## config.mk

```make
export PLATFORM = sky130hd
export DESIGN_NAME = dgra_ctrl
export DESIGN_NICKNAME = d
export VERILOG_FILES = /design/src/rtl/dgra_pkg.sv /design/src/rtl/dgra_ctrl.sv
export SDC_FILE = /design/constraint.sdc
export NUM_CORES = 1
export LEC_CHECK = 0
export ABC_AREA = 1
export BUFFER_PORTS_ARGS = -buffer_cell sky130_fd_sc_hd__buf_2
export CAP_MARGIN = 40
export CORE_MARGIN = 2
export CORE_UTILIZATION = 30
export CTS_BUF_LIST = sky130_fd_sc_hd__clkbuf_8
export CTS_CLUSTER_SIZE = 16
export DETAILED_ROUTE_END_ITERATION = 10
export GPL_ROUTABILITY_DRIVEN = 0
export MAX_ROUTING_LAYER = met4
export PLACE_DENSITY = 0.57
export SLEW_MARGIN = 20
export SYNTH_ARGS = -nofsm -noshare
export SYNTH_HDL_FRONTEND = slang
export SYNTH_SLANG_ARGS = --single-unit
export TNS_END_PERCENT = 10
```

## constraint.sdc

```tcl
create_clock -name i_clk -period 4.3 [get_ports i_clk]
set_clock_uncertainty 0.2 [all_clocks]
set_input_delay 1.29 -clock i_clk [delete_from_list [all_inputs] [get_ports i_clk]]
set_output_delay 1.29 -clock i_clk [all_outputs]
set_load 0.1 [all_outputs]
```

## src/rtl/dgra_pkg.sv

```systemverilog
`timescale 1ns / 1ps
package dgra_pkg;

    localparam int SAMPLE_W = 32;
    localparam int DEV_W    = 31;
    localparam int LEN_W    = 11;
    localparam int GAIN_W   = 16;
    localparam int NUM_W    = 64;
    localparam int ROOT_W   = 32;

    // register indexes on the config port
    localparam logic [2:0] REG_GAIN_PLUS  = 3'd0;
    localparam logic [2:0] REG_GAIN_MINUS = 3'd1;
    localparam logic [2:0] REG_OFFSET     = 3'd2;
    localparam logic [2:0] REG_AVG_LEN    = 3'd3;
    localparam logic [2:0] REG_STD_EN     = 3'd4;

    typedef struct packed {
        logic signed [GAIN_W-1:0]   gain_plus;
        logic signed [GAIN_W-1:0]   gain_minus;
        logic signed [SAMPLE_W-1:0] offset_value;
        logic [LEN_W-1:0]           average_length;
        logic                       std_enable;
    } t_cfg;

    typedef enum logic [4:0] {
        C_NOP,
        C_LOAD,
        C_MULP,
        C_MULM,
        C_VDIF,
        C_VSAT,
        C_MSQ,
        C_FIRST,
        C_WACC,
        C_DIVM,
        C_MEAN,
        C_MM,
        C_DIVQ,
        C_VAR,
        C_DEVW,
        C_DIFF,
        C_EMAN,
        C_DM,
        C_DIVD,
        C_DEVE,
        C_OUT
    } t_cmd;

    typedef struct packed {
        logic count_zero;
        logic warm;
        logic std_en;
        logic div_busy;
        logic sqrt_busy;
        logic out_free;
    } t_status;

endpackage

```

## src/rtl/dgra_ctrl.sv

```systemverilog
`timescale 1ns / 1ps
module dgra_ctrl
    import dgra_pkg::*;
(
    input  logic    i_clk,
    input  logic    i_rst_n,
    input  logic    i_in_valid,
    input  t_status i_status,
    output logic    o_in_ready,
    output t_cmd    o_cmd
);
    typedef enum logic [4:0] {
        S_IDLE, S_MULP, S_MULM, S_VDIF, S_VSAT,
        S_F_SQ, S_F_SET,
        S_W_SQ, S_W_ACC, S_W_DIVM, S_W_WAITM, S_W_MEAN,
        S_W_MM, S_W_DIVQ, S_W_WAITQ, S_W_VAR, S_W_WAITS, S_W_DEVW,
        S_E_DIFF, S_E_DIVN, S_E_WAITN, S_E_MEAN,
        S_E_DM, S_E_DIVD, S_E_WAITD, S_E_DEVE,
        S_OUT
    } t_state;

    t_state r_state;
    t_state n_state;

    always_comb begin
        n_state = r_state;
        o_cmd   = C_NOP;
        unique case (r_state)
            S_IDLE: begin
                if (i_in_valid) begin
                    o_cmd   = C_LOAD;
                    n_state = S_MULP;
                end
            end
            S_MULP: begin o_cmd = C_MULP; n_state = S_MULM; end
            S_MULM: begin o_cmd = C_MULM; n_state = S_VDIF; end
            S_VDIF: begin o_cmd = C_VDIF; n_state = S_VSAT; end
            S_VSAT: begin
                o_cmd = C_VSAT;
                if (i_status.count_zero) n_state = S_F_SQ;
                else if (i_status.warm)  n_state = S_W_SQ;
                else                     n_state = S_E_DIFF;
            end
            S_F_SQ:    begin o_cmd = C_MSQ;   n_state = S_F_SET; end
            S_F_SET:   begin o_cmd = C_FIRST; n_state = S_OUT; end
            S_W_SQ:    begin o_cmd = C_MSQ;   n_state = S_W_ACC; end
            S_W_ACC:   begin o_cmd = C_WACC;  n_state = S_W_DIVM; end
            S_W_DIVM:  begin o_cmd = C_DIVM;  n_state = S_W_WAITM; end
            S_W_WAITM: begin if (!i_status.div_busy) n_state = S_W_MEAN; end
            S_W_MEAN: begin
                o_cmd   = C_MEAN;
                n_state = i_status.std_en ? S_W_MM : S_OUT;
            end
            S_W_MM:    begin o_cmd = C_MM;    n_state = S_W_DIVQ; end
            S_W_DIVQ:  begin o_cmd = C_DIVQ;  n_state = S_W_WAITQ; end
            S_W_WAITQ: begin if (!i_status.div_busy) n_state = S_W_VAR; end
            S_W_VAR:   begin o_cmd = C_VAR;   n_state = S_W_WAITS; end
            S_W_WAITS: begin if (!i_status.sqrt_busy) n_state = S_W_DEVW; end
            S_W_DEVW:  begin o_cmd = C_DEVW;  n_state = S_OUT; end
            S_E_DIFF:  begin o_cmd = C_DIFF;  n_state = S_E_DIVN; end
            S_E_DIVN:  begin o_cmd = C_EMAN;  n_state = S_E_WAITN; end
            S_E_WAITN: begin if (!i_status.div_busy) n_state = S_E_MEAN; end
            S_E_MEAN: begin
                o_cmd   = C_MEAN;
                n_state = i_status.std_en ? S_E_DM : S_OUT;
            end
            S_E_DM:    begin o_cmd = C_DM;    n_state = S_E_DIVD; end
            S_E_DIVD:  begin o_cmd = C_DIVD;  n_state = S_E_WAITD; end
            S_E_WAITD: begin if (!i_status.div_busy) n_state = S_E_DEVE; end
            S_E_DEVE:  begin o_cmd = C_DEVE;  n_state = S_OUT; end
            S_OUT: begin
                if (i_status.out_free) begin
                    o_cmd   = C_OUT;
                    n_state = S_IDLE;
                end
            end
            default: n_state = S_IDLE;
        endcase
    end

    always_ff @(posedge i_clk) begin
        if (!i_rst_n) begin
            r_state <= S_IDLE;
        end else begin
            r_state <= n_state;
        end
    end

    assign o_in_ready = (r_state == S_IDLE);
endmodule

```

[Word-level counts from Yosys, hierarchy flattened]
Cells that the tools add are included.
Storage, ports and cells
  register bits after elaboration: 5
  input port bits: 9
  logic and storage cells: 54
  output and inout bits: 6
Operators by class
  equal/unequal tests: 33
  reduce and logical (&&, ||, !) cells: 5
  muxes and demuxes: 15
Operators by type and width (count)
  $pmux W5 S25: 1
  $pmux W5 S20: 1
  $eq A5 B5 Y1 const B: 11
  $mux W5: 11
  $eq A5 B4 Y1 const B: 8
  $eq A5 B3 Y1 const B: 4
  $ne A2 B2 Y1 const B: 7
  $eq A5 B2 Y1 const B: 2
  $reduce_and A7 Y1: 1
  $eq A5 B1 Y1 const B: 1
  $logic_not A5 Y1: 1
  $mux W4: 1
  $reduce_or A2 Y1: 2
  $reduce_or A3 Y1: 1
  $mux W1: 1

[Depth between registers and ports, before layout]
  depth in word-level cells: 3
  depth in mapped cells: 11
  gate-level depth less buffers: 10

[Least setup slack after synthesis]
Ideal clock, no wire load.
  kind: register -> output
  start point: reg r_state[1]
  end point: out o_cmd[0]
  arrival: 2.321 ns
  slack: 0.489 ns
  buffers on the path: 1
  stages on the path, launching flop included: 9
  required time: 2.810 ns
  cell sequence: dfxtp_1 buf_6 nor2_2 nand2_2 inv_2 nand2_1 inv_1 a21oi_1 nand4_1
On the way
  elaborated cells between the ends (all ways): 25
  those cells by class: eq/ne (21); mux (1); reduce/logical (3)
RTL lines
  start, declared: RTL line dgra_ctrl.sv:22  | t_state r_state;
  start signal, assigned: RTL line dgra_ctrl.sv:85  | r_state <= n_state;
  $logic_not A5 Y1
  named net o_in_ready: RTL line dgra_ctrl.sv:9  | output logic o_in_ready,
  $pmux W5 S20: RTL line dgra_ctrl.sv:28  | unique case (r_state)
  end, declared: RTL line dgra_ctrl.sv:10  | output t_cmd o_cmd
The timed path passes the listed nets, and every way through them passes these cells.

[Final worst setup path]
  start point: reg r_state[4]
  end point: out o_cmd[0]
On the way
  word-level cells in the longest chain between the ends: 3
  elaborated cells between the ends (all ways): 25
  those cells by class: eq/ne (21); mux (1); reduce/logical (3)
RTL lines (RTL line)
  $eq A5 B5 Y1 (tied with other cells): dgra_ctrl.sv:28
  $reduce_or A2 Y1 (no line)
  $pmux W5 S20 (*): dgra_ctrl.sv:28
Every way passes the cells marked *; elsewhere a longest branch is shown, timed or not.

==> results.md <==
- Power Density: 666 mW/mm2
- Vias in the first global route: a little over 900
- CTS Buf Count: 3
- Num Clock Sinks: 5
- FF-to-FF End: r_state[1]$_SDFFE_PN0P_
- ANT cells: 0
- Synth warn: 0
- Fraction of layout cells with a size suffix above 1: 21.2%
- Sequence of cells on the critical path: inv_1, nand2_2, nor2_1, nor2_1, nand2_1, a21oi_1, nand4_1, buf_2
- Total track usage: 15.9%
- Crit path max-delay family: flip-flops
- Global route overflow: 0
- Core Util, Final: 36.6%
- Die area: 0.00317 mm2
- Post-Syn Instances: between 150 and 200
- Hold Path Sink: r_state[1]$_SDFFE_PN0P_
- Class of the most critical setup path: reg -> out
- Critical Path AT: 2.11 ns
- Hold path depth: 2
- Outcome: completed
- Post-DP HPWL: 1900 um
- CTS tree: done
- WL met3: around 230 um
- Count leader, synth: nand2_1
- Vias per inst: 5.36
- Setup tns final: 0 ns
- DRC viols: 0
- Crit share post-route: 83.8%
- Flop2flop setup slack: 2.26 ns
- Prevailing post-synth register cell: dfxtp_1
- Initial Utilization: roughly a third
- WL final: 2440 um
- Avg Cell Area, Syn: ~5.3 um2
- Filler instances: 287
- Met1 wire length: around 1000 um
- Ys async rst share: 0%
- Synthesis-to-layout area growth: 13.6%
- CP startpoint kind: flip-flop
- Yosys cell types: 21
- Static Leakage: ~0.51 nW
- Registers with the most flip-flops: r_state x5
- First-pass GRT wire length: 3970 um
- Met2 wire len: 1090 um
- Initial drt markers: 83
- Flops & latches, synth: 5
- Register Area: ~100 um2
- Longest Clk Path Bufs: 2
- Nets: 180
- Post-route ant nets: 0
- Slew @ Worst Pin: 0.583 ns
- Max_cap viols: 0
- Largest net degree at the start of global routing: 17
- Sequential fraction of the synthesis area: 12.2%
- Multi-input gate area: 604 um2
- Worst hold slack: around 0.42 ns
- Final Setup Violations: 0
- Hold crit path type: reg -> reg
- Most frequent cells after synthesis: nand2_1 (44), nor2_1 (27), inv_1 (16), nand3_1 (16), a21oi_1 (8)
- DRT Pass-1 Iters: 4
- Fmax: 0.277 GHz
- Main area contributors after synthesis: nand2_1 (20%), nor2_1 (12%), dfxtp_1 (12%)
- Clock root buffer: clkbuf_8
- Max incr delay on CP: 0.68 ns
- Syn_nets: 165
- I/O Buffers: 14
- I/O pin total: 15
- Number of flops mapped to enable cells by yosys: 0
- Antenna violations before repair: 0
- Crit path max fanout: 16
- Synth top area share: 20.1%
- Avg WL per Cell: about 12 um
- Post-CTS Hold Fix Bufs: 0
- Post-Syn Area: 821 um2
- Final Slew Violations: 0
- Post-CTS sizing: 0
- Clk pin slew, worst setup/hold paths: ~0.040 ns
- WP buf/inv: 2
- Area leader, netlist: nand2_1
- Most flops, register: r_state
- Max Used Layer: met4
- CP Capture Type: output pin
- Post-CTS Setup Repair Bufs: 0
- CP required: between 2 and 3 ns
- Design Area, Final: 932 um2
- Core area: 0.00254 mm2
- Die width: 56.3 um
- Most used cell, CP: nor2_1
- FF-to-FF Start: r_state[4]$_SDFFE_PN0P_
- Final Hold Fails: 0
- CP max stage cell: dfxtp_1
- Hold wc startpoint: r_state[1]$_SDFFE_PN0P_
- Die height: 56.3 um
- Post-route minimum period: 3.60 ns
- Worst-Skew Late Latency: 0.22 ns
- Placement Cell Area: 887 um2
- Slew margin rel.: 61.1%
- RSZ-0062 raised after global routing: false
- Worst reg-to-reg path cell count: 8
- Via count: 1,071
- Max reg flops: 5
- Peak VDD IR: 0.412 mV
- FP Rows: 18
- H-Tree Depth: 1
==> metal layers <==
metal  vias to the layer above  GRT usage [%]
met3                        14           1.84
met5                         -              -
met2                        68           23.2
li1                        533              -
met1                       456           21.1
met4                         0           9.18
==> logic make-up (layout without fill, tap and decap cells) <==
group	after synthesis	after routing	synth area share (%)
AO/OA/AOI/OAI	16	16	11.4
AND/OR/NAND/NOR	111	111	62.2
buffers and inverters	24	38	14.2
flip-flops	5	5	12.2
==> stage by stage <==
| step | total power, mW | setup WS [ns] | instances |
|---|---|---|---|
| 3_3_place_gp | 0.529 | 0.827 | 196 |
| 6_report | 0.621 | 0.696 | 200 |
| 2_1_floorplan | 0.467 | 0.489 | 156 |
| 4_1_cts | 0.618 | 0.746 | 200 |
| 3_5_place_dp | 0.528 | 0.807 | 196 |
| 5_1_grt | 0.659 | 0.514 | 200 |
==> worst reg2reg max path, delay by kind of cell, from the launching register on <==
| family | cells | cell delay, ns |
|---|---|---|
| flops | 1 | 0.68 |
| simple gates | 5 | 0.64 |
| buf+inv | 2 | 0.33 |
| compound gates | 1 | 0.13 |
==> final cells by class <==
type                            instances  share of cell area [%]
Tap cell                               30                    4.03
Clock buffer                            3                    4.43
Clock inverter                          1                   0.403
Sequential cell                         5                    10.7
Timing Repair Buffer                   14                    7.52
Inverter                               20                    8.05
Multi-Input combinational cell        127                    64.8
==> worst max-delay path by stage <==
stage / slack, ns / start / end / cells past startpoint
2_1_floorplan: 0.49 / r_state[1]$_SDFFE_PN0P_ / o_cmd[0] / 8
5_1_grt: 0.51 / r_state[4]$_SDFFE_PN0P_ / o_cmd[0] / 8
3_3_place_gp: 0.83 / i_status[0] / o_cmd[4] / 4
3_5_place_dp: 0.81 / i_status[0] / o_cmd[4] / 4
6_report: 0.70 / r_state[4]$_SDFFE_PN0P_ / o_cmd[0] / 8
4_1_cts: 0.75 / r_state[4]$_SDFFE_PN0P_ / o_cmd[0] / 8
==> cell usage in the layout (no fill, tap or decap), drive strengths merged <==
cell and n:
o2111ai 2, a211oi 1, nand2 49, o21ai 4
nand3b 3, clkbuf 3, nand4 5, dfxtp 5
nor3 2, buf 14, nor2 34, a21oi 9
inv 21, nand3 18
==> where the power goes <==
| part | internal (mW) | switching [mW] |
|---|---|---|
| sequential | 0.0577 | 0.0257 |
| combinational | 0.0876 | 0.364 |
| clock | 0.0614 | 0.0250 |
| total | 0.207 | 0.414 |
No activity file was read; power rests on OpenSTA's default activity.
